===== src/pfm_pkg.sv =====
// package for the packet flow meter with source block list
// constants, item types and helper functions; no dependencies
`default_nettype none
package pfm_pkg;

    localparam int FLOW_ENTRIES  = 1024;
    localparam int FLOW_WAYS     = 4;
    localparam int BLOCK_ENTRIES = 256;
    localparam int BLOCK_WAYS    = 4;

    localparam int FLOW_SETS  = FLOW_ENTRIES / FLOW_WAYS;
    localparam int BLOCK_SETS = BLOCK_ENTRIES / BLOCK_WAYS;
    localparam int FSET_W = (FLOW_SETS > 1) ? $clog2(FLOW_SETS) : 1;
    localparam int BSET_W = (BLOCK_SETS > 1) ? $clog2(BLOCK_SETS) : 1;
    localparam int FWAY_W = (FLOW_WAYS > 1) ? $clog2(FLOW_WAYS) : 1;
    localparam int BWAY_W = (BLOCK_WAYS > 1) ? $clog2(BLOCK_WAYS) : 1;
    localparam int TREE_LEAVES = (FLOW_WAYS > 4) ? 8 : (FLOW_WAYS > 2) ? 4 :
                                 (FLOW_WAYS > 1) ? 2 : 1;
    localparam int TREE_LVLS = (TREE_LEAVES > 1) ? $clog2(TREE_LEAVES) : 0;

    // per-set metadata: valid bits of all ways and the replacement tree
    localparam int PLRU_W   = 8;
    localparam int FMETA_W  = FLOW_WAYS + PLRU_W;
    localparam int CLR_SETS = (FLOW_SETS > BLOCK_SETS) ? FLOW_SETS : BLOCK_SETS;
    localparam int CLR_W    = (CLR_SETS > 1) ? $clog2(CLR_SETS) : 1;

    localparam logic [15:0] ETHERTYPE_IPV4 = 16'h0800;
    localparam logic [7:0]  PROTO_TCP      = 8'd6;
    localparam logic [7:0]  PROTO_UDP      = 8'd17;

    typedef enum logic [1:0] {
        OP_PACKET = 2'd0,
        OP_INSERT = 2'd1,
        OP_QUERY  = 2'd2,
        OP_NONE   = 2'd3
    } opcode_t;

    typedef enum logic [2:0] {
        RK_PASS     = 3'd0,
        RK_EVENT    = 3'd1,
        RK_DROP     = 3'd2,
        RK_INSERTED = 3'd3,
        RK_FULL     = 3'd4,
        RK_QHIT     = 3'd5,
        RK_QMISS    = 3'd6
    } result_kind_t;

    typedef enum logic [1:0] {
        ST_IDLE,
        ST_LOOKUP,
        ST_CLEAR
    } state_t;

    typedef struct packed {
        logic [63:0] arrival_ns;
        logic [3:0]  tcp_flag_bits;
        logic [15:0] l4_dst_port;
        logic [15:0] l4_src_port;
        logic [15:0] ip_total_len;
        logic [7:0]  ip_proto;
        logic [31:0] dst_addr;
        logic [31:0] src_addr;
        logic [15:0] ether_type;
        logic [15:0] frame_len;
        logic [1:0]  opcode;
    } item_t;

    typedef struct packed {
        logic [31:0] blocked_total;
        logic [63:0] flag_totals;
        logic [63:0] last_seen_ns;
        logic [63:0] first_seen_ns;
        logic [31:0] packet_total;
        logic [63:0] byte_total;
        logic [15:0] ev_dst_port;
        logic [15:0] ev_src_port;
        logic [7:0]  ev_protocol;
        logic [31:0] ev_dst_addr;
        logic [31:0] ev_src_addr;
        logic [2:0]  result_kind;
    } result_t;

    // one flow entry as stored in a way
    typedef struct packed {
        logic        valid;
        logic [31:0] key;
        logic [63:0] bytes;
        logic [31:0] packets;
        logic [63:0] start;
        logic [63:0] last;
        logic [63:0] flags;
    } flow_ent_t;

    typedef struct packed {
        logic        valid;
        logic [31:0] key;
        logic [31:0] count;
    } blk_ent_t;

    localparam int FLOW_ENT_W = $bits(flow_ent_t);
    localparam int BLK_ENT_W  = $bits(blk_ent_t);

    function automatic logic [31:0] fold_key(input logic [31:0] k);
        return k ^ (k >> 11) ^ (k >> 22);
    endfunction

    function automatic logic [63:0] add_flags(input logic [63:0] f, input logic [3:0] bits);
        logic [63:0] r;
        r = f;
        for (int i = 0; i < 4; i++) begin
            if (bits[i] && (f[16*i +: 16] != 16'hFFFF))
                r[16*i +: 16] = f[16*i +: 16] + 16'd1;
        end
        return r;
    endfunction

    function automatic logic [FWAY_W-1:0] tree_victim(input logic [7:0] plru);
        logic [4:0] node;
        node = 5'd1;
        for (int l = 0; l < TREE_LVLS; l++)
            node = {node[3:0], plru[3'(node - 5'd1)]};
        return FWAY_W'((node - 5'(TREE_LEAVES)) % 5'(FLOW_WAYS));
    endfunction

    function automatic logic [7:0] tree_touch(input logic [7:0] plru,
                                              input logic [FWAY_W-1:0] way);
        logic [7:0] r;
        logic [4:0] node;
        logic [4:0] parent;
        r = plru;
        node = 5'(way) + 5'(TREE_LEAVES);
        for (int l = 0; l < TREE_LVLS; l++) begin
            parent = node >> 1;
            r[3'(parent - 5'd1)] = ~node[0];
            node = parent;
        end
        return r;
    endfunction

endpackage
`default_nettype wire


===== src/pfm_ram.sv =====
// generic single-port-write, single-read ram with registered read
// no dependencies
`default_nettype none
module pfm_ram #(
    parameter int WIDTH = 8,
    parameter int DEPTH = 16
) (
    input  wire logic                     clk,
    input  wire logic                     wr_en,
    input  wire logic [$clog2(DEPTH)-1:0] wr_addr,
    input  wire logic [WIDTH-1:0]         wr_data,
    input  wire logic [$clog2(DEPTH)-1:0] rd_addr,
    output logic      [WIDTH-1:0]         rd_data
);
    logic [WIDTH-1:0] mem [DEPTH];

    always_ff @(posedge clk)
    begin
        if (wr_en)
            mem[wr_addr] <= wr_data;
        rd_data <= mem[rd_addr];
    end
endmodule
`default_nettype wire


===== src/pfm_valid.sv =====
// per-set valid bits of the flow and block tables and the flow table's replacement trees
// held in set memories and zeroed by a clearing pass after reset; depends on pfm_pkg, pfm_ram
`default_nettype none
module pfm_valid
    import pfm_pkg::*;
(
    input  wire logic               clk,
    input  wire logic               rst_n,
    output logic                    busy,
    input  wire logic [FSET_W-1:0]  frd_set,
    output logic      [FMETA_W-1:0] frd_data,
    input  wire logic               fwr_en,
    input  wire logic [FSET_W-1:0]  fwr_set,
    input  wire logic [FMETA_W-1:0] fwr_data,
    input  wire logic [BSET_W-1:0]  brd_set,
    output logic [BLOCK_WAYS-1:0]   brd_data,
    input  wire logic               bwr_en,
    input  wire logic [BSET_W-1:0]  bwr_set,
    input  wire logic [BLOCK_WAYS-1:0] bwr_data
);
    logic             busy_reg;
    logic [CLR_W-1:0] clr_idx_reg;

    logic                  f_en, b_en;
    logic [FSET_W-1:0]     f_addr;
    logic [BSET_W-1:0]     b_addr;
    logic [FMETA_W-1:0]    f_data;
    logic [BLOCK_WAYS-1:0] b_data;

    // one set of each table per cycle until all sets read as empty
    always_ff @(posedge clk or negedge rst_n)
    begin
        if (!rst_n)
        begin
            busy_reg <= 1'b1;
            clr_idx_reg <= '0;
        end
        else if (busy_reg)
        begin
            if (clr_idx_reg == CLR_W'(CLR_SETS - 1))
                busy_reg <= 1'b0;
            else
                clr_idx_reg <= clr_idx_reg + 1'b1;
        end
    end

    assign busy   = busy_reg;
    assign f_en   = busy_reg ? (32'(clr_idx_reg) < FLOW_SETS) : fwr_en;
    assign b_en   = busy_reg ? (32'(clr_idx_reg) < BLOCK_SETS) : bwr_en;
    assign f_addr = busy_reg ? FSET_W'(clr_idx_reg) : fwr_set;
    assign b_addr = busy_reg ? BSET_W'(clr_idx_reg) : bwr_set;
    assign f_data = busy_reg ? '0 : fwr_data;
    assign b_data = busy_reg ? '0 : bwr_data;

    pfm_ram #(.WIDTH(FMETA_W), .DEPTH(FLOW_SETS)) u_fmeta_ram (
        .clk(clk), .wr_en(f_en), .wr_addr(f_addr), .wr_data(f_data),
        .rd_addr(frd_set), .rd_data(frd_data));
    pfm_ram #(.WIDTH(BLOCK_WAYS), .DEPTH(BLOCK_SETS)) u_bmeta_ram (
        .clk(clk), .wr_en(b_en), .wr_addr(b_addr), .wr_data(b_data),
        .rd_addr(brd_set), .rd_data(brd_data));
endmodule
`default_nettype wire


===== config.mk =====
export PLATFORM = sky130hd
export DESIGN_NAME = pfm_valid
export DESIGN_NICKNAME = d
export VERILOG_FILES = /design/src/pfm_pkg.sv /design/src/pfm_ram.sv /design/src/pfm_valid.sv
export SDC_FILE = /design/constraint.sdc
export NUM_CORES = 2
export LEC_CHECK = 0
export ABC_CLOCK_PERIOD_IN_PS = 10800
export BUFFER_PORTS_ARGS = -buffer_cell sky130_fd_sc_hd__buf_2
export CAP_MARGIN = 20
export CELL_PAD_IN_SITES_DETAIL_PLACEMENT = 1
export CELL_PAD_IN_SITES_GLOBAL_PLACEMENT = 1
export CORE_UTILIZATION = 54
export DETAILED_ROUTE_END_ITERATION = 7
export MAX_ROUTING_LAYER = met4
export PLACE_DENSITY_LB_ADDON = 0.08
export SETUP_SLACK_MARGIN = 0.2
export SLEW_MARGIN = 10
export SYNTH_ARGS = -nofsm -noshare
export SYNTH_HDL_FRONTEND = slang
export SYNTH_HIERARCHICAL = 1
export SYNTH_SLANG_ARGS = --single-unit

===== constraint.sdc =====
create_clock -name clk -period 10.8 [get_ports clk]
set_clock_uncertainty 0.2 [all_clocks]
set_input_delay 1.08 -clock clk [delete_from_list [all_inputs] [get_ports clk]]
set_output_delay 1.08 -clock clk [all_outputs]
set_load 0.01 [all_outputs]

**Word level (Yosys, flattened, before mapping)**

Memory sizes are Yosys's and may differ from the RTL's. A register that Yosys moved wholly into a read port is not among the register bits.
Cells that the tools add are included.

- RAM bits: 3328
- Bits of input ports: 48
- Logic and storage cells: 21
- Flip-flop bits (word level): 9
- Output and inout bits: 17
- Memories: 2

- Eq/ne operators: 1
- Bitwise operators: 1
- Add/sub/neg operators: 1
- Reductions and logical operators: 1
- Magnitude comparators: 1
- Multiplexer cells: 12

Memory list:

| name | words | bits a word | read ports | clocked after Yosys merged registers in | wr ports | RTL line | text |
|---|---|---|---|---|---|---|---|
| u_fmeta_ram.mem | 256 | 12 | 1 | 1 | 1 | pfm_ram.sv:15 | `logic [WIDTH-1:0] mem [DEPTH];` |
| u_bmeta_ram.mem | 64 | 4 | 1 | 1 | 1 | pfm_ram.sv:15 |  |

Operator list:

| cell | number |
|---|---|
| $mux W12 | 1 |
| $add A8 B1 Y8 const B | 1 |
| $eq A8 B8 Y1 const B | 1 |
| $lt A8 B7 Y1 const B | 1 |
| $mux W1 | 8 |
| $mux W8 | 1 |
| $mux W6 | 1 |
| $mux W4 | 1 |
| $reduce_and A2 Y1 | 1 |
| $not A1 Y1 | 1 |

**Longest topological paths before layout**

- Depth after elaboration: 4
- Mapped depth: 11

**By module**

The synthesis kept the hierarchy.

Modules (own cells, without submodules):

| module | area each (sq um) | cells an instance | instances |
|---|---|---|---|
| pfm_ram at u_fmeta_ram | 118632.5 | 5506 | 1 |
| pfm_ram at u_bmeta_ram | 10407.5 | 521 | 1 |
| pfm_valid | 755.7 | 96 | 1 |

**Least setup slack after synthesis**

Ideal clock, no wire load.

- Path type: input port to flip-flop
- From: input port fwr_data[0]
- To: memory u_fmeta_ram/mem[0][0] (netlist name), data pin
- Setup slack: 1.915 ns
- Stages on the path: 1
- Data arrival time: 7.225 ns
- Path buffers: 0
- Library setup time: 1.460 ns
- Cells stage by stage: nor2b_1

- Cells in the longest elaborated chain, start to end: 1

Ends and longest elaborated chain:

| element | RTL line | text |
|---|---|---|
| start: declaration | pfm_valid.sv:14 | `input wire logic [FMETA_W-1:0] fwr_data,` |
| $mux W12 | pfm_valid.sv:52 | `assign f_data = busy_reg ? '0 : fwr_data;` |
| end: declaration | pfm_ram.sv:15 |  |

No other way between the ends.

==> impl_metrics.yaml <==
timing:
  fmax_mhz: 201.1
  rsz0062_at_grt: "no"
  worst_slack_ns: 5.827
  slew-limit-headroom_pct: 7.498
  fin_crit_sh_pct: 46.05
  drv_slew: 0
  finalHoldViolCount: 0
  worst_pin_slew_ns: 1.388
  fin_crit_ns: 4.973
  setup_viol: 0
  final.setup.tns_ns: 0
route:
  drt-total-wl_microns: 353800
  met1_length_microns: 144000
  route.detailed.drc: 6
  ant_nets: 0
  first_pass_iters: 8
  drt_iter0_drc: 8025
  wl_per_cell_microns: 35.41
  viasPerCell: 6.586
  top_layer: "met4"
  dr_wl_met3_microns: 28940
  dr_total_vias: 65800
  wl_met2_microns: 170200
final_layout:
  largest_reg_flops: 3072
  multi_input_area_sq_mm: 0.02718
  areaGrowthSynthToFinish_pct: 12.17
  fillers: 19590
  seqCellArea_sq_mm: 0.1005
  drive_gt1_share_pct: 24.93
  final_nets: 6609
  reg_top3: "u_fmeta_ram/mem: 3072 flops, u_bmeta_ram/mem: 256 flops, u_fmeta_ram/rd_data: 12 flops"
  stdcell_count: 9991
  top_register: "u_fmeta_ram/mem"
die:
  io_pins: 65
  rows: 179
  die_area_sq_mm: 0.2423
  die_h_microns: 492.3
  die_w_microns: 492.3
  core-area_sq_mm: 0.2383
  initial_utilization_pct: 54.47
power_and_ir_drop:
  p_total_mw: 26.81
  p_clk_share_pct: 41.4
  power_switching_mw: 5.761
  combinationalPowerShare_pct: 5.0
  vdd_drop_max_mv: 0.2286
  powerDensity_mw_per_mm2: 184.1
  p_leak_nw: 45.84
  switching_share_pct: 21.49
  p_int_mw: 21.05
  power_frac_seq_pct: 53.6
yosys:
  ys.flop_type: "edfxtp_1"
  synth-edff-count: 3328
  synth_top_area_cell: "edfxtp_1"
  ys_warn_count: 6
  synth_area_per_cell_sq_um: 21.20
  ys_seq_elements: 3353
  syn_nets: 6172
  synthCells: 6123
  synth_top_area_share_pct: 76.99
  synthArstFlopShare_pct: 0.2684
  syn_area_sq_mm: 0.1298
  synthTopCellsByArea: "edfxtp_1, mux4_2, mux2i_1"
  yosysSeqAreaShare_pct: 77.42
  ys_types: 80
setup_path:
  arrival_ns: 5.56
  crit_chain: "buf_12 -> buf_4 -> buf_4 -> mux4_2 -> a31oi_1 -> a31oi_1 -> nor3_1 -> nor4_2"
  cp-start-kind: "input port"
  r2r_end: "u_fmeta_ram/mem[6][6]"
  path_max_fanout: 89
  end_kind: "flop"
  critPathRequiredTime_ns: 11.38
  critPathSlowestCell: "nor3_1"
  path_buf_inv: 3
  reg2regPathDepth: 9
  r2r_setup_slack_ns: 5.89
  worstSetupPathType: "in2reg"
  reg2reg_from: "busy"
  crit_family: "buffers and inverters"
  slowest_delay_ns: 1.06
clock_network:
  cts_tree: "done"
  htreeDepth: 5
  root_buffer: "clkbuf_16"
  clock_latency_ns: 0.98
  cts.sinks: 3353
  post_cts_buffers: 0
  cts-resized-gates: 0
  clk_pin_slew_worst_paths_ns: 0.06
  cts_buffers: 352
  cts.path.max_buffers: 4
place:
  gp_congestion: 0.8392
  dp_slack_ns: 4.833
  placedCellCount: 9361
  io_buffers: 64
  detailed_place_hpwl_microns: 210700
global_route:
  grtUsageTotal_pct: 30.29
  grt_overflow: 0
  grt_max_degree: 198
  grt_pass1_wl_microns: 503800
  antenna_found_initial: 13
  grt_pass1_vias: 67520
job:
  cap_violations: 0
hold_path:
  hold_path_class: "in2async"
outcome:
  status: "finished with violations"
  violations: "DRC"
## final cells by class
type                            count  area share [%]
Multi-Input combinational cell   2381           18.67
Antenna cell                       10         0.01719
Sequential cell                  3353           69.02
Tap cell                         3167           2.722
Inverter                           20         0.05156
Clock inverter                    159          0.6841
Clock buffer                      449           6.393
Timing Repair Buffer              452           2.446
## placed cells by master (no fill, tap or decap), drive strengths merged, types with 91 or more instances in the layout
cell type and count:
nor2 379, clkbuf 450, mux2i 228, edfxtp 3328
clkinv 137, a21oi 128, buf 450, mux4 701
a22oi 223, o22ai 91
## worst register-to-register path, stage by stage, from the launching register on
cell and delay (ns):
dfstp_2 0.51, buf_4 0.56, nand2_1 0.27, o21ai_1 0.19, buf_4 0.26, nor2b_1 0.61, nand3_2 0.64, buf_4 0.47
nor2_1 0.55, buf_4 0.32
## logic make-up (layout without fill, tap and decap cells)
kind of cell             after synthesis  count (layout)  share of synthesized area (%)
adder cells (fa/ha/maj)                1               1                       0.009638
XOR/XNOR                               1               1                       0.006749
flip-flops                          3353            3353                          77.42
other                                  0              10                              0
AO/OA/AOI/OAI                        693             693                          3.721
buffers and inverters                389            1080                          1.899
AND/OR/NAND/NOR                      715             715                          2.604
multiplexers                         971             971                          14.34
## worst max path at each step
stage                      from  cells past startpoint  slack (ns)                endpoint
floorplan           fwr_data[0]                      1        1.91   u_fmeta_ram/mem[0][0]
global placement     frd_set[1]                      9        4.34  u_fmeta_ram/rd_data[9]
detailed placement   frd_set[0]                      9        4.83  u_fmeta_ram/rd_data[4]
CTS                  frd_set[0]                      9        5.84  u_fmeta_ram/rd_data[4]
global route         frd_set[0]                      9        5.50  u_fmeta_ram/rd_data[4]
finish               frd_set[0]                      8        5.83  u_fmeta_ram/rd_data[7]
## stage by stage
stage	hold slack (ns)	area (sq um)	util, %
4_1_cts	0.2512	145400	61.02
3_3_place_gp	0.3390	134800	56.57
6_report	0.3229	145600	61.10
5_1_grt	0.3201	145600	61.09
2_1_floorplan	0.3056	129800	-
3_5_place_dp	0.3527	135100	56.69
## cells in the mapped netlist, drive strengths merged, types with 6 or more instances
master	count
o21ai	52
edfxtp	3328
o31ai	6
clkbuf	168
or2	8
nor2	379
dfrtp	8
mux2i	228
and3b	7
or3	6
buf	201
inv	18
dfxtp	16
and3	7
o221ai	61
a22oi	223
nand3	44
mux4	701
nand4	18
nor4	38
a211oi	21
nor4b	6
a22o	23
nor3	38
o32ai	13
and2	6
nand3b	8
nor2b	59
mux2	42
a221oi	20
nand2b	17
a31oi	17
o22ai	91
nand2	65
a21oi	128
## power groups by stage
| stage | logic [mW] | registers, mW | clock network, mW |
|---|---|---|---|
| after floorplan | 0.788 | 14.7 | 0 |
| after global placement | 1.29 | 14.6 | 0 |
| after detailed placement | 1.32 | 14.6 | 0 |
| after CTS | 1.33 | 14.4 | 11.3 |
| after global routing | 1.39 | 14.4 | 11.7 |
| final | 1.33 | 14.4 | 11.1 |
## routing by layer
layer  vias to the layer above  GRT usage [%]
li1                      26610              -
met1                     35620          42.67
met2                      3051          46.57
met3                       525          4.528
met4                         0          8.850
met5                         -              -
## what timing repair did
item                                    CTS  global route
endpoints found under the setup margin    0             0
hold buffers                              1             0
endpoints found under the hold margin     9             0
Note: power is estimated with default switching activity, not from simulation.
