`config.mk`:
```
export PLATFORM = sky130hd
export DESIGN_NAME = pfm_ram
export DESIGN_NICKNAME = d
export VERILOG_FILES = /design/src/pfm_ram.sv
export SDC_FILE = /design/constraint.sdc
export NUM_CORES = 1
export LEC_CHECK = 0
export BUFFER_PORTS_ARGS = -buffer_cell sky130_fd_sc_hd__buf_2
export CORE_UTILIZATION = 35
export CTS_CLUSTER_DIAMETER = 40
export DETAILED_ROUTE_END_ITERATION = 6
export RECOVER_POWER = 50
export SETUP_SLACK_MARGIN = 0.2
export SYNTH_ARGS = -nofsm -noshare
export SYNTH_HDL_FRONTEND = slang
export SYNTH_SLANG_ARGS = --single-unit
```
`constraint.sdc`:
```
create_clock -name clk -period 2.1 [get_ports clk]
set_clock_uncertainty 0.1 [all_clocks]
set_input_delay 0 -clock clk [delete_from_list [all_inputs] [get_ports clk]]
set_output_delay 0 -clock clk [all_outputs]
set_load 0.01 [all_outputs]
```
`src/pfm_ram.sv`:
```
// generic single-port-write, single-read ram with registered read
// no dependencies
`default_nettype none
module pfm_ram #(
    parameter int WIDTH = 8,
    parameter int DEPTH = 16
) (
    input  wire logic                     clk,
    input  wire logic                     wr_en,
    input  wire logic [$clog2(DEPTH)-1:0] wr_addr,
    input  wire logic [WIDTH-1:0]         wr_data,
    input  wire logic [$clog2(DEPTH)-1:0] rd_addr,
    output logic      [WIDTH-1:0]         rd_data
);
    logic [WIDTH-1:0] mem [DEPTH];

    always_ff @(posedge clk)
    begin
        if (wr_en)
            mem[wr_addr] <= wr_data;
        rd_data <= mem[rd_addr];
    end
endmodule
`default_nettype wire

```
### Word level (Yosys, flattened, before mapping)

Memories as Yosys holds them, arrays and structs flattened. A register that Yosys moved wholly into a read port is not among the register bits.
Cells that the tools add are included.
W data, S select, Z words.

* mux-type cells: 2

Operators with widths (count)
* $mux W1: 2

* input port bits: 18
* memories kept: 1
* logic and storage cells: 3
* register bits after elaboration: 0
* output and inout port bits: 8
* RAM bits: 128

Memory list
* mem: depth 16, width 8, read ports 1, clocked after memory_dff 1, wr ports 1, line 15 `logic [WIDTH-1:0] mem [DEPTH];`

### Logic depth before layout (Yosys ltp)

Gate-level depths: netlist (run 1).

* word-level depth: 2
* mapped depth: 5
* gate-level depth less buffers: 3

### Least setup slack after synthesis (run 1)

OpenSTA, ideal clock, no wires.

* path type: input to register
* start: input port wr_addr[2]
* end: memory mem[0][0] (enable)
* slack: 0.507 ns
* path buffers: 0
* cell stages on the path: 2
* required time: 1.617 ns
* library setup time: 0.383 ns
* arrival: 1.110 ns
* path through: or3b_2 nor3_1

RTL lines
* from (decl): line 10 `input wire logic [$clog2(DEPTH)-1:0] wr_addr,`
* to (decl): line 15

Straight into the memory's write port.

==> impl_summary.log, run 1 <==
[metrics] count of antenna diodes in the layout: 0
[metrics] initial antenna violation count: 0
[metrics] final hold violation count: 0
[metrics] timing-limited maximum frequency: 690 MHz
[metrics] first-pass GRT wire length: 15.7 mm
[metrics] post-layout min period: 1.45 ns
[metrics] Final Max Tran Viols: 0
[metrics] deepest level of the CTS H-tree: 4
[metrics] Hold EP: rd_data[6]
[metrics] effective utilization at floorplan: 36.5%
[metrics] # nets final: 309
[metrics] capture point of the worst reg-to-reg path: rd_data[1]
[metrics] First-pass DRT Iterations: 4
[metrics] source of the worst hold timing path: rd_addr[2]
[metrics] post-synth cell types: 19
[metrics] Routed WL per cell: 20.9 um
[metrics] arrival time at the worst endpoint: 1.64 ns
[metrics] most used flip-flop cell after synthesis: edfxtp_1
[metrics] power density normalized to cell area: 969 nW/um2
[metrics] core area: 14100 um2
[metrics] top cell type's share of synthesized area: 74.7%
[metrics] total congestion overflow after global routing: 0
[metrics] number of rows in the core area: 43
[metrics] Tightest Pin Transition: 0.711 ns
[metrics] fill cell instance count of the final layout: 1260
[metrics] count of antenna-violating nets left after detailed routing: 0
[metrics] cell taking the most area after synthesis: edfxtp_1
[metrics] Layout Utilization: 43.6%
[metrics] worst ir drop on vdd: 0.889 mV
[metrics] full die area: 15200 um2
[metrics] Final HPWL DP: 6.26 mm
[metrics] wire length reported by the detailed router: 10.1 mm
[metrics] CTS hold repair buffers: 8
[metrics] area added between synthesis and finish: 19.4%
[metrics] Clock Sinks: 136
[metrics] Non-Filler Instances: 484
[metrics] post-cts repair resize count: 0
[metrics] dominant cells by area after synthesis: edfxtp_1 75%, mux4_2 7.9%, mux4_1 7.1%
[metrics] worst hold path stage count: 4
[metrics] start-to-end type of the worst setup path: reg -> reg
[metrics] slack of the worst reg-to-reg path: 0.65 ns
[metrics] clock latency at the later pin of the worst-skew pair: 0.41 ns
[metrics] clock slew seen by the registers of the worst setup and hold paths: 0.06 ns
[metrics] worst slew margin relative to its limit: 52.6%
[metrics] largest net degree at the start of global routing: 33
[metrics] status: finished clean
[metrics] syn_area_per_cell: 22.5 um2
[metrics] Die Ht: 123 um
[metrics] gpl congestion: 0.728
[metrics] cells after synthesis: 229
[metrics] setup repair after global routing missed its margin: false
[metrics] warnings from Yosys: 0
[metrics] proportion of synthesized flip-flops having asynchronous set or reset: 0%
[metrics] sequential-to-total area share from yosys stat: 77.8%
[metrics] number of buffers created by CTS: 17
[metrics] global-route total usage across every layer: 15.3%
[metrics] number of endpoints failing setup at the final stage: 0
[metrics] type of destination of the critical path: flop
[metrics] Vias/cell: 5.03
[metrics] data required time of the critical path: 2.30 ns
[metrics] post-synthesis sequential element count: 136
[metrics] via count of the first global-routing pass: 2519
[metrics] total instance count after detailed placement: 444
[metrics] Final TNS setup: 0 ns
[metrics] leakage power: 2.04 nW
[metrics] initial detailed-routing violation count: 134
[metrics] Setup Fix Bufs, Post-CTS: 0
[metrics] Power, Total: 5.96 mW
[metrics] proportion of layout cells with a drive suffix above 1: 23.4%
[metrics] startpoint of the worst register-to-register path: mem[5][1]
[metrics] number of vias in the routed layout: 2434
[metrics] worst hold-check path type: in -> reg
[metrics] Final period util: 69.0%
[metrics] master cell of the clock root buffer: clkbuf_16
[metrics] reported max-cap violation count: 0
[metrics] number of buffer cells added on primary ports: 25
[metrics] startpoint kind of the worst setup timing path: flop
[metrics] Clock Tree Buf Depth: 2
[metrics] Post-Synthesis Net Count: 247
[metrics] biggest fanout along the worst timing path: 1
[metrics] r2r worst-path depth: 3
[metrics] Die W: 123 um
[metrics] number of flops mapped to enable cells by yosys: 128
[metrics] Remaining DRCs: 0
[metrics] clock tree from TritonCTS: built
[metrics] Syn Std Cell Area: 5150 um2
[metrics] minimum hold slack: 0.0513 ns
[metrics] number of I/O pins: 26
cells by family after synthesis:
group	count (synthesis)	share of synthesized area, %
compound gates	16	2.33
flops	136	77.8
buf+inv	10	1.68
simple gates	35	3.18
mux	32	15.0
cell usage after synthesis, types with 2 or more instances:
| library cell | count |
|---|---|
| nor2_1 | 13 |
| clkdlybuf4s25_2 | 3 |
| nand3b_1 | 2 |
| dfxtp_1 | 8 |
| a22oi_1 | 16 |
| buf_2 | 3 |
| nand2b_1 | 2 |
| mux4_1 | 14 |
| buf_6 | 3 |
| nor3_1 | 4 |
| edfxtp_1 | 128 |
| nand2_1 | 9 |
| mux4_2 | 18 |
flip-flops by register name, summed over array words and instances, names as in the netlist:
register and flops:
rd_data 8, mem 128
where the power goes:
group          total [mW]  switching [mW]  internal (mW)
clock network        2.60           0.985           1.62
logic               0.296           0.168          0.128
registers            3.06          0.0185           3.04
total                5.96            1.17           4.79
routing by layer:
layer  up-vias  global-route usage, %  share of wire (%)
li1       1094                      -                  -
met1      1274                   21.3                 46
met2        53                   22.7                 48
met3        13                   4.01                4.2
met4         0                   6.33                1.3
met5         -                      0                  0
through the flow:
| step | area [um2] | setup WS [ns] |
|---|---|---|
| 3_5_place_dp | 5590 | 0.458 |
| 3_3_place_gp | 5590 | 0.455 |
| 2_1_floorplan | 5150 | 0.507 |
| 5_1_grt | 6150 | 0.545 |
| 6_report | 6150 | 0.651 |
| 4_1_cts | 6190 | 0.578 |
cell type report:
| class | count | area [um2] | share of cell area (%) |
|---|---|---|---|
| clock buffer | 27 | 503 | 8.18 |
| multi-input combinational | 83 | 1060 | 17.2 |
| tap | 180 | 225 | 3.66 |
| clock inverter | 5 | 22.5 | 0.366 |
| sequential | 136 | 4000 | 65.1 |
| timing repair buffer | 53 | 337 | 5.47 |
cells in the final DEF, fill, tap and decap left out:
master / instances
nand2b_1: 2
clkinv_1: 2
nand2_1: 9
buf_12: 2
nor3_1: 4
nor2b_1: 1
clkbuf_16: 17
clkinv_2: 3
clkbuf_1: 23
or3b_2: 1
mux4_1: 14
mux4_2: 18
dfxtp_1: 8
nor2_1: 13
buf_4: 9
and2b_1: 1
and2_1: 1
nand3b_1: 2
edfxtp_1: 128
nand3_1: 1
dlygate4sd3_1: 8
buf_2: 17
a22oi_1: 16
clkbuf_8: 4
critical path, cell delays in order (launching register included):
cell      delay [ns]
edfxtp_1        0.36
mux4_1          0.54
a22oi_1         0.25
nand2_1         0.08
worst max-delay path by stage:
| stage | startpoint | to | cells after the start |
|---|---|---|---|
| final | mem[5][1] | rd_data[1] | 3 |
| after global routing | mem[1][1] | rd_data[1] | 3 |
| after CTS | mem[5][1] | rd_data[1] | 3 |
| after detailed placement | rd_addr[0] | rd_data[1] | 5 |
| after global placement | rd_addr[0] | rd_data[1] | 5 |
| after floorplan | wr_addr[2] | mem[0][0] | 2 |
Note: power is estimated with default switching activity, not from simulation.
==> run 2, diff against run 1 <==
==> constraint.sdc (replaced) <==
create_clock -name clk -period 1.49 [get_ports clk]
set_clock_uncertainty 0.1 [all_clocks]
set_input_delay 0 -clock clk [delete_from_list [all_inputs] [get_ports clk]]
set_output_delay 0 -clock clk [all_outputs]
set_load 0.01 [all_outputs]
==> impl_summary.log, run 2 (synthesis results as in run 1) <==
[metrics] fill cell instance count of the final layout: 1243 (-1.3%)
[metrics] Power, Total: 8.43 mW (+42%)
[metrics] met3 WL: 525 um (+23%)
[metrics] M1 wire length: 4.73 mm (+1.0%)
[metrics] timing-limited maximum frequency: 693 MHz (+0.38%)
[metrics] effective utilization at floorplan: 36.5% (unchanged)
[metrics] type of destination of the critical path: flop
[metrics] Remaining DRCs: 0 (unchanged)
[metrics] total congestion overflow after global routing: 0 (unchanged)
[metrics] Critical Path Source: mem[3][5]
[metrics] last element of the critical path: rd_data[5]
[metrics] number of buffer cells added on primary ports: 25 (unchanged)
[metrics] reported max-cap violation count: 0 (unchanged)
[metrics] final worst setup slack: 0.0469 ns (-0.605 ns)
[metrics] largest registers: mem x128, rd_data x8
[metrics] initial antenna violation count: 0 (unchanged)
[metrics] worst ir drop on vdd: 0.779 mV (-12%)
[metrics] gpl congestion: 0.728 (about the same)
[metrics] Non-Filler Instances: 491 (+1.4%)
[metrics] power density normalized to cell area: 1350 nW/um2 (+39%)
[metrics] r2r worst-path depth: 3 (unchanged)
[metrics] Clock Tree Buf Depth: 2 (unchanged)
[metrics] deepest level of the CTS H-tree: 4 (unchanged)
[metrics] initial detailed-routing violation count: 159 (+19%)
[metrics] Routed WL per cell: 21.1 um (+1.2%)
[metrics] Die W: 123 um (unchanged)
[metrics] wire length reported by the detailed router: 10.4 mm (+2.7%)
[metrics] most used cells in the layout excluding fill and tap cells: 128 x edfxtp_1, 23 x mux4_2, 20 x clkbuf_1
[metrics] leakage power: 2.06 nW (+0.91%)
[metrics] uppermost signal routing layer after detailed routing: met4
[metrics] clock slew seen by the registers of the worst setup and hold paths: 0.05 ns (about the same)
[metrics] Clock Sinks: 136 (unchanged)
[metrics] startpoint kind of the worst setup timing path: flop
[metrics] number of rows in the core area: 43 (unchanged)
[metrics] clock tree from TritonCTS: built
[metrics] post-layout min period: 1.44 ns (-0.00547 ns)
[metrics] final hold violation count: 0 (unchanged)
[metrics] multi-input gate area in the final layout: 1100 um2 (+3.9%)
[metrics] pre-CTS setup slack: -0.189 ns (-0.647 ns)
[metrics] maximum single-stage delay on the critical path: 0.49 ns (-0.05 ns)
[metrics] area added between synthesis and finish: 21.6%
[metrics] count of antenna diodes in the layout: 0 (unchanged)
[metrics] core area: 14100 um2 (unchanged)
[metrics] Final HPWL DP: 6.52 mm (+4.2%)
[metrics] number of vias in the routed layout: 2488 (+2.2%)
[metrics] number of buffers created by CTS: 17 (unchanged)
[metrics] most frequent standard cell in the layout excluding fill and tap cells: edfxtp_1
[metrics] number of I/O pins: 26 (unchanged)
[metrics] master cell of the clock root buffer: clkbuf_16
[metrics] Vias/cell: 5.07 (+0.76%)
[metrics] worst hold-check path type: in -> reg
[metrics] global-route total usage across every layer: 15.5% (+0.20 points)
[metrics] met2 routed WL: 5.01 mm (+2.9%)
[metrics] Final TNS setup: 0 ns (unchanged)
[metrics] largest net degree at the start of global routing: 24 (-27%)
[metrics] Top reg by flops: mem
[metrics] capture point of the worst reg-to-reg path: rd_data[5]
[metrics] biggest fanout along the worst timing path: 1 (unchanged)
[metrics] startpoint of the worst register-to-register path: mem[3][5]
[metrics] status: finished clean
[metrics] via count of the first global-routing pass: 2634 (+4.6%)
[metrics] clock latency at the later pin of the worst-skew pair: 0.41 ns (about the same)
[metrics] number of flip-flops under the largest register name: 128 (unchanged)
[metrics] ordered list of cells on the worst path: mux4_2 > a22oi_2 > nand2_1
[metrics] minimum hold slack: 0.0645 ns (+0.0132 ns)
[metrics] full die area: 15200 um2 (unchanged)
[metrics] # nets final: 316 (+2.3%)
[metrics] Final period util: 96.9% (+28 points)
[metrics] Tightest Pin Transition: 1.01 ns (+0.302 ns)
[metrics] First-pass DRT Iterations: 4 (unchanged)
[metrics] arrival time at the worst endpoint: 1.61 ns (-0.03 ns)
[metrics] count of antenna-violating nets left after detailed routing: 0 (unchanged)
[metrics] start-to-end type of the worst setup path: reg -> reg
[metrics] number of endpoints failing setup at the final stage: 0 (unchanged)
[metrics] data required time of the critical path: 1.66 ns (-0.64 ns)
[metrics] worst slew margin relative to its limit: 32.4% (-20 points)
[metrics] Final Max Tran Viols: 0 (unchanged)
[metrics] first-pass GRT wire length: 15.7 mm (+0.48%)
[metrics] total instance count after detailed placement: 451 (+1.6%)
[metrics] setup repair after global routing missed its margin: true
[metrics] slack of the worst reg-to-reg path: 0.05 ns (-0.60 ns)
[metrics] Die Ht: 123 um (unchanged)
[metrics] proportion of layout cells with a drive suffix above 1: 29.9% (+6.5 points)
[metrics] cell with the largest stage delay on the worst path: mux4_2
[metrics] area taken by flip-flops and latches: 4000 um2 (unchanged)
[run 2: worst min-delay path by stage]
| stage | startpoint | endpoint | slack, ns | cells past startpoint |
|---|---|---|---|---|
| after global routing | wr_addr[0] | mem[0][0] | 0.05 | 3 |
| after detailed placement | wr_data[0] | mem[9][0] | 0.30 | 1 |
| after floorplan | wr_data[0] | mem[0][0] | -0.001 | 0 |
| after global placement | wr_data[0] | mem[11][0] | 0.29 | 1 |
| after CTS | wr_addr[0] | mem[0][6] | 0.05 | 3 |
| final | wr_addr[0] | mem[0][0] | 0.06 | 3 |
[run 2: worst max-delay path: cells and delay by family, from the launching register on]
family	cells	cell delay, ns
compound gates	1	0.23
flops	1	0.36
mux	1	0.49
simple gates	1	0.13
[run 2: metal layers]
metal,global-route usage [%],vias to the layer above
met5,0,-
li1,-,1112
met3,4.15,7
met2,23.5,76
met1,20.5,1293
met4,7.68,0
[run 2: area by class of cell]
type / count / area share [%]
Sequential cell: 136 / 63.9
Tap cell: 180 / 3.60
Timing Repair Buffer: 60 / 6.59
Clock buffer: 19 / 6.91
Clock inverter: 13 / 1.40
Multi-Input combinational cell: 83 / 17.5
[run 2: report_power, final]
part	total [mW]	switching [mW]	internal [mW]
sequential	4.30	0.0234	4.28
clock	3.66	1.42	2.24
combinational	0.470	0.262	0.208
[run 2: timing repair]
action | 4_1_cts | 5_1_grt
hold buffers | 8 | 0
buffers inserted | 0 | 0
setup endpoints to repair | 8 | 8
resized for setup | 10 | 5
endpoints found under the hold margin | 128 | 0
pin swaps | 8 | 2
[run 2: through the flow]
stage | area, um2 | utilization, %
after CTS | 6290 | 44.7
after global placement | 5680 | 40.3
final | 6260 | 44.4
after detailed placement | 5680 | 40.3
after floorplan | 5160 | -
after global routing | 6260 | 44.4
==> run 3, diff against run 2 <==
--- a/config.mk
+++ b/config.mk
@@ -6,9 +6,10 @@
 export NUM_CORES = 1
 export LEC_CHECK = 0
 export BUFFER_PORTS_ARGS = -buffer_cell sky130_fd_sc_hd__buf_2
-export CORE_UTILIZATION = 35
+export CORE_UTILIZATION = 60
 export CTS_CLUSTER_DIAMETER = 40
 export DETAILED_ROUTE_END_ITERATION = 6
+export PLACE_DENSITY = 0.78
 export RECOVER_POWER = 50
 export SETUP_SLACK_MARGIN = 0.2
 export SYNTH_ARGS = -nofsm -noshare
==> constraint.sdc (replaced) <==
create_clock -name clk -period 1.49 [get_ports clk]
set_clock_uncertainty 0.1 [all_clocks]
set_input_delay 0.3725 -clock clk [delete_from_list [all_inputs] [get_ports clk]]
set_output_delay 0.3725 -clock clk [all_outputs]
set_load 0.01 [all_outputs]
==> impl_summary.log, run 3 (synthesis results as in run 1) <==
[metrics] Die W: 94.6 um (-23%)
[metrics] wire length reported by the detailed router: 10.4 mm (+0.57%)
[metrics] setup repair after global routing missed its margin: true
[metrics] post-layout min period: 1.43 ns (-0.00939 ns)
[metrics] slack of the worst reg-to-reg path: 0.07 ns (+0.02 ns)
[metrics] status: finished clean
[metrics] Routed WL per cell: 25.3 um (+20%)
[metrics] maximum single-stage delay on the critical path: 0.35 ns (-0.14 ns)
[metrics] total congestion overflow after global routing: 0 (unchanged)
[metrics] power density normalized to cell area: 1370 nW/um2 (+1.4%)
[metrics] biggest fanout along the worst timing path: 1 (unchanged)
[metrics] Clock Sinks: 136 (unchanged)
[metrics] Vias/cell: 6.18 (+22%)
[metrics] initial antenna violation count: 0 (unchanged)
[metrics] clock slew seen by the registers of the worst setup and hold paths: 0.06 ns (about the same)
[metrics] Final Max Tran Viols: 0 (unchanged)
[metrics] Clock Tree Buf Depth: 2 (unchanged)
[metrics] worst slew margin relative to its limit: 37.9% (+5.5 points)
[metrics] Layout Utilization: 78.1% (+34 points)
[metrics] number of buffers created by CTS: 17 (unchanged)
[metrics] Final period util: 96.2% (-0.63 points)
[metrics] initial detailed-routing violation count: 247 (+55%)
[metrics] timing-limited maximum frequency: 697 MHz (+0.65%)
[metrics] First-pass DRT Iterations: 5 (+1)
[metrics] area added between synthesis and finish: 25.3%
[metrics] full die area: 8950 um2 (-41%)
[metrics] Die Ht: 94.6 um (-23%)
[metrics] Tightest Pin Transition: 0.928 ns (-0.0842 ns)
[metrics] worst ir drop on vdd: 0.772 mV (-0.96%)
[metrics] master cell of the clock root buffer: clkbuf_8
[metrics] ordered list of cells on the worst path: buf_6
[metrics] number of I/O pins: 26 (unchanged)
[metrics] clock tree from TritonCTS: built
[metrics] CP top delay family: flip-flops
[metrics] number of endpoints failing setup at the final stage: 0 (unchanged)
[metrics] number of flip-flops under the largest register name: 128 (unchanged)
[metrics] CTS hold repair buffers: 0 (-8)
[metrics] final hold violation count: 0 (unchanged)
[metrics] cell with the largest stage delay on the worst path: dfxtp_2
[metrics] largest net degree at the start of global routing: 21 (-13%)
[metrics] Top reg by flops: mem
[metrics] # nets final: 313 (-0.95%)
[metrics] global-route total usage across every layer: 26.0% (+11 points)
[metrics] most frequent standard cell in the layout excluding fill and tap cells: edfxtp_1
[metrics] pre-CTS setup slack: -0.395 ns (-0.205 ns)
[metrics] number of buffer cells added on primary ports: 25 (unchanged)
[metrics] worst hold path stage count: 1 (-2)
[metrics] count of antenna diodes in the layout: 0 (unchanged)
[metrics] reported max-cap violation count: 0 (unchanged)
[metrics] critical path depth in cells: 1 (-2)
[metrics] type of destination of the critical path: output pin
[metrics] r2r worst-path depth: 3 (unchanged)
[metrics] Remaining DRCs: 0 (unchanged)
[metrics] gpl congestion: 0.727 (about the same)
[metrics] startpoint kind of the worst setup timing path: flop
[metrics] via count of the first global-routing pass: 2639 (+0.19%)
[metrics] largest registers: mem x128, rd_data x8
[metrics] arrival time at the worst endpoint: 0.96 ns (-0.65 ns)
[metrics] Setup Fix Bufs, Post-CTS: 0 (unchanged)
[metrics] most used cells in the layout excluding fill and tap cells: 128 x edfxtp_1, 32 x mux4_2, 16 x clkbuf_16
[metrics] count of antenna-violating nets left after detailed routing: 0 (unchanged)
[metrics] final worst setup slack: 0.0563 ns (+0.00939 ns)
[metrics] worst hold-check path type: in -> reg
[metrics] clock latency at the later pin of the worst-skew pair: 0.52 ns (+0.11 ns)
[metrics] leakage power: 2.14 nW (+3.7%)
[metrics] proportion of layout cells with a drive suffix above 1: 46.1% (+16 points)
[metrics] Final HPWL DP: 6.13 mm (-6.1%)
[metrics] data required time of the critical path: 1.02 ns (-0.64 ns)
[metrics] number of vias in the routed layout: 2553 (+2.6%)
[metrics] deepest level of the CTS H-tree: 4 (unchanged)
[metrics] number of rows in the core area: 33 (-23%)
[metrics] effective utilization at floorplan: 62.3% (+26 points)
[metrics] worst path bufs/invs: 1 (+1)
[metrics] core area: 8260 um2 (-41%)
[metrics] start-to-end type of the worst setup path: reg -> out
[metrics] first-pass GRT wire length: 15.6 mm (-0.88%)
-- run 3: path summary, 6_finish.rpt --
check,start,to
min reg2reg,mem[4][6],rd_data[6]
max reg2reg,mem[7][1],rd_data[1]
max,rd_data[2],rd_data[2]
min,wr_data[2],mem[7][2]
-- run 3: report_power, final --
group          switching (mW)  leakage [nW]  internal, mW  total [mW]
registers              0.0369          1.22          4.28        4.32
clock network            1.58         0.268          2.38        3.96
logic                   0.273         0.645         0.250       0.523
-- run 3: per-stage QoR --
step / power (mW) / instance area (um2) / setup TNS [ns] / hold WS, ns / cells
2_1_floorplan: 4.64 / 5250 / -1.27 / 0.371 / 229
3_3_place_gp: 4.85 / 5840 / -15.16 / 0.548 / 381
3_5_place_dp: 4.87 / 5840 / -16.95 / 0.557 / 381
4_1_cts: 8.83 / 6500 / 0 / 0.121 / 413
5_1_grt: 8.99 / 6450 / 0 / 0.288 / 413
6_report: 8.81 / 6450 / 0 / 0.250 / 413
-- run 3: area by class of cell --
type / instances / area (um2)
tap: 105 / 131
clock inverter: 15 / 151
multi-input combinational: 83 / 1160
timing repair buffer: 57 / 579
sequential: 136 / 4010
clock buffer: 17 / 414
fill: 406 / 1810
-- run 3: repair_timing --
action	in CTS	in global routing
setup endpoints to repair	16	16
hold endpoints to repair	0	0
resized for setup	23	4
pin swaps	4	4
-- run 3: per-layer routing --
layer  vias to the layer above  share of wire (%)  track usage (%)
li1                       1095                  -                -
met1                      1300                 38             35.0
met2                       145                 52             42.4
met3                        13                8.9             6.36
met4                         0               0.97             7.95
met5                         -                  0                0
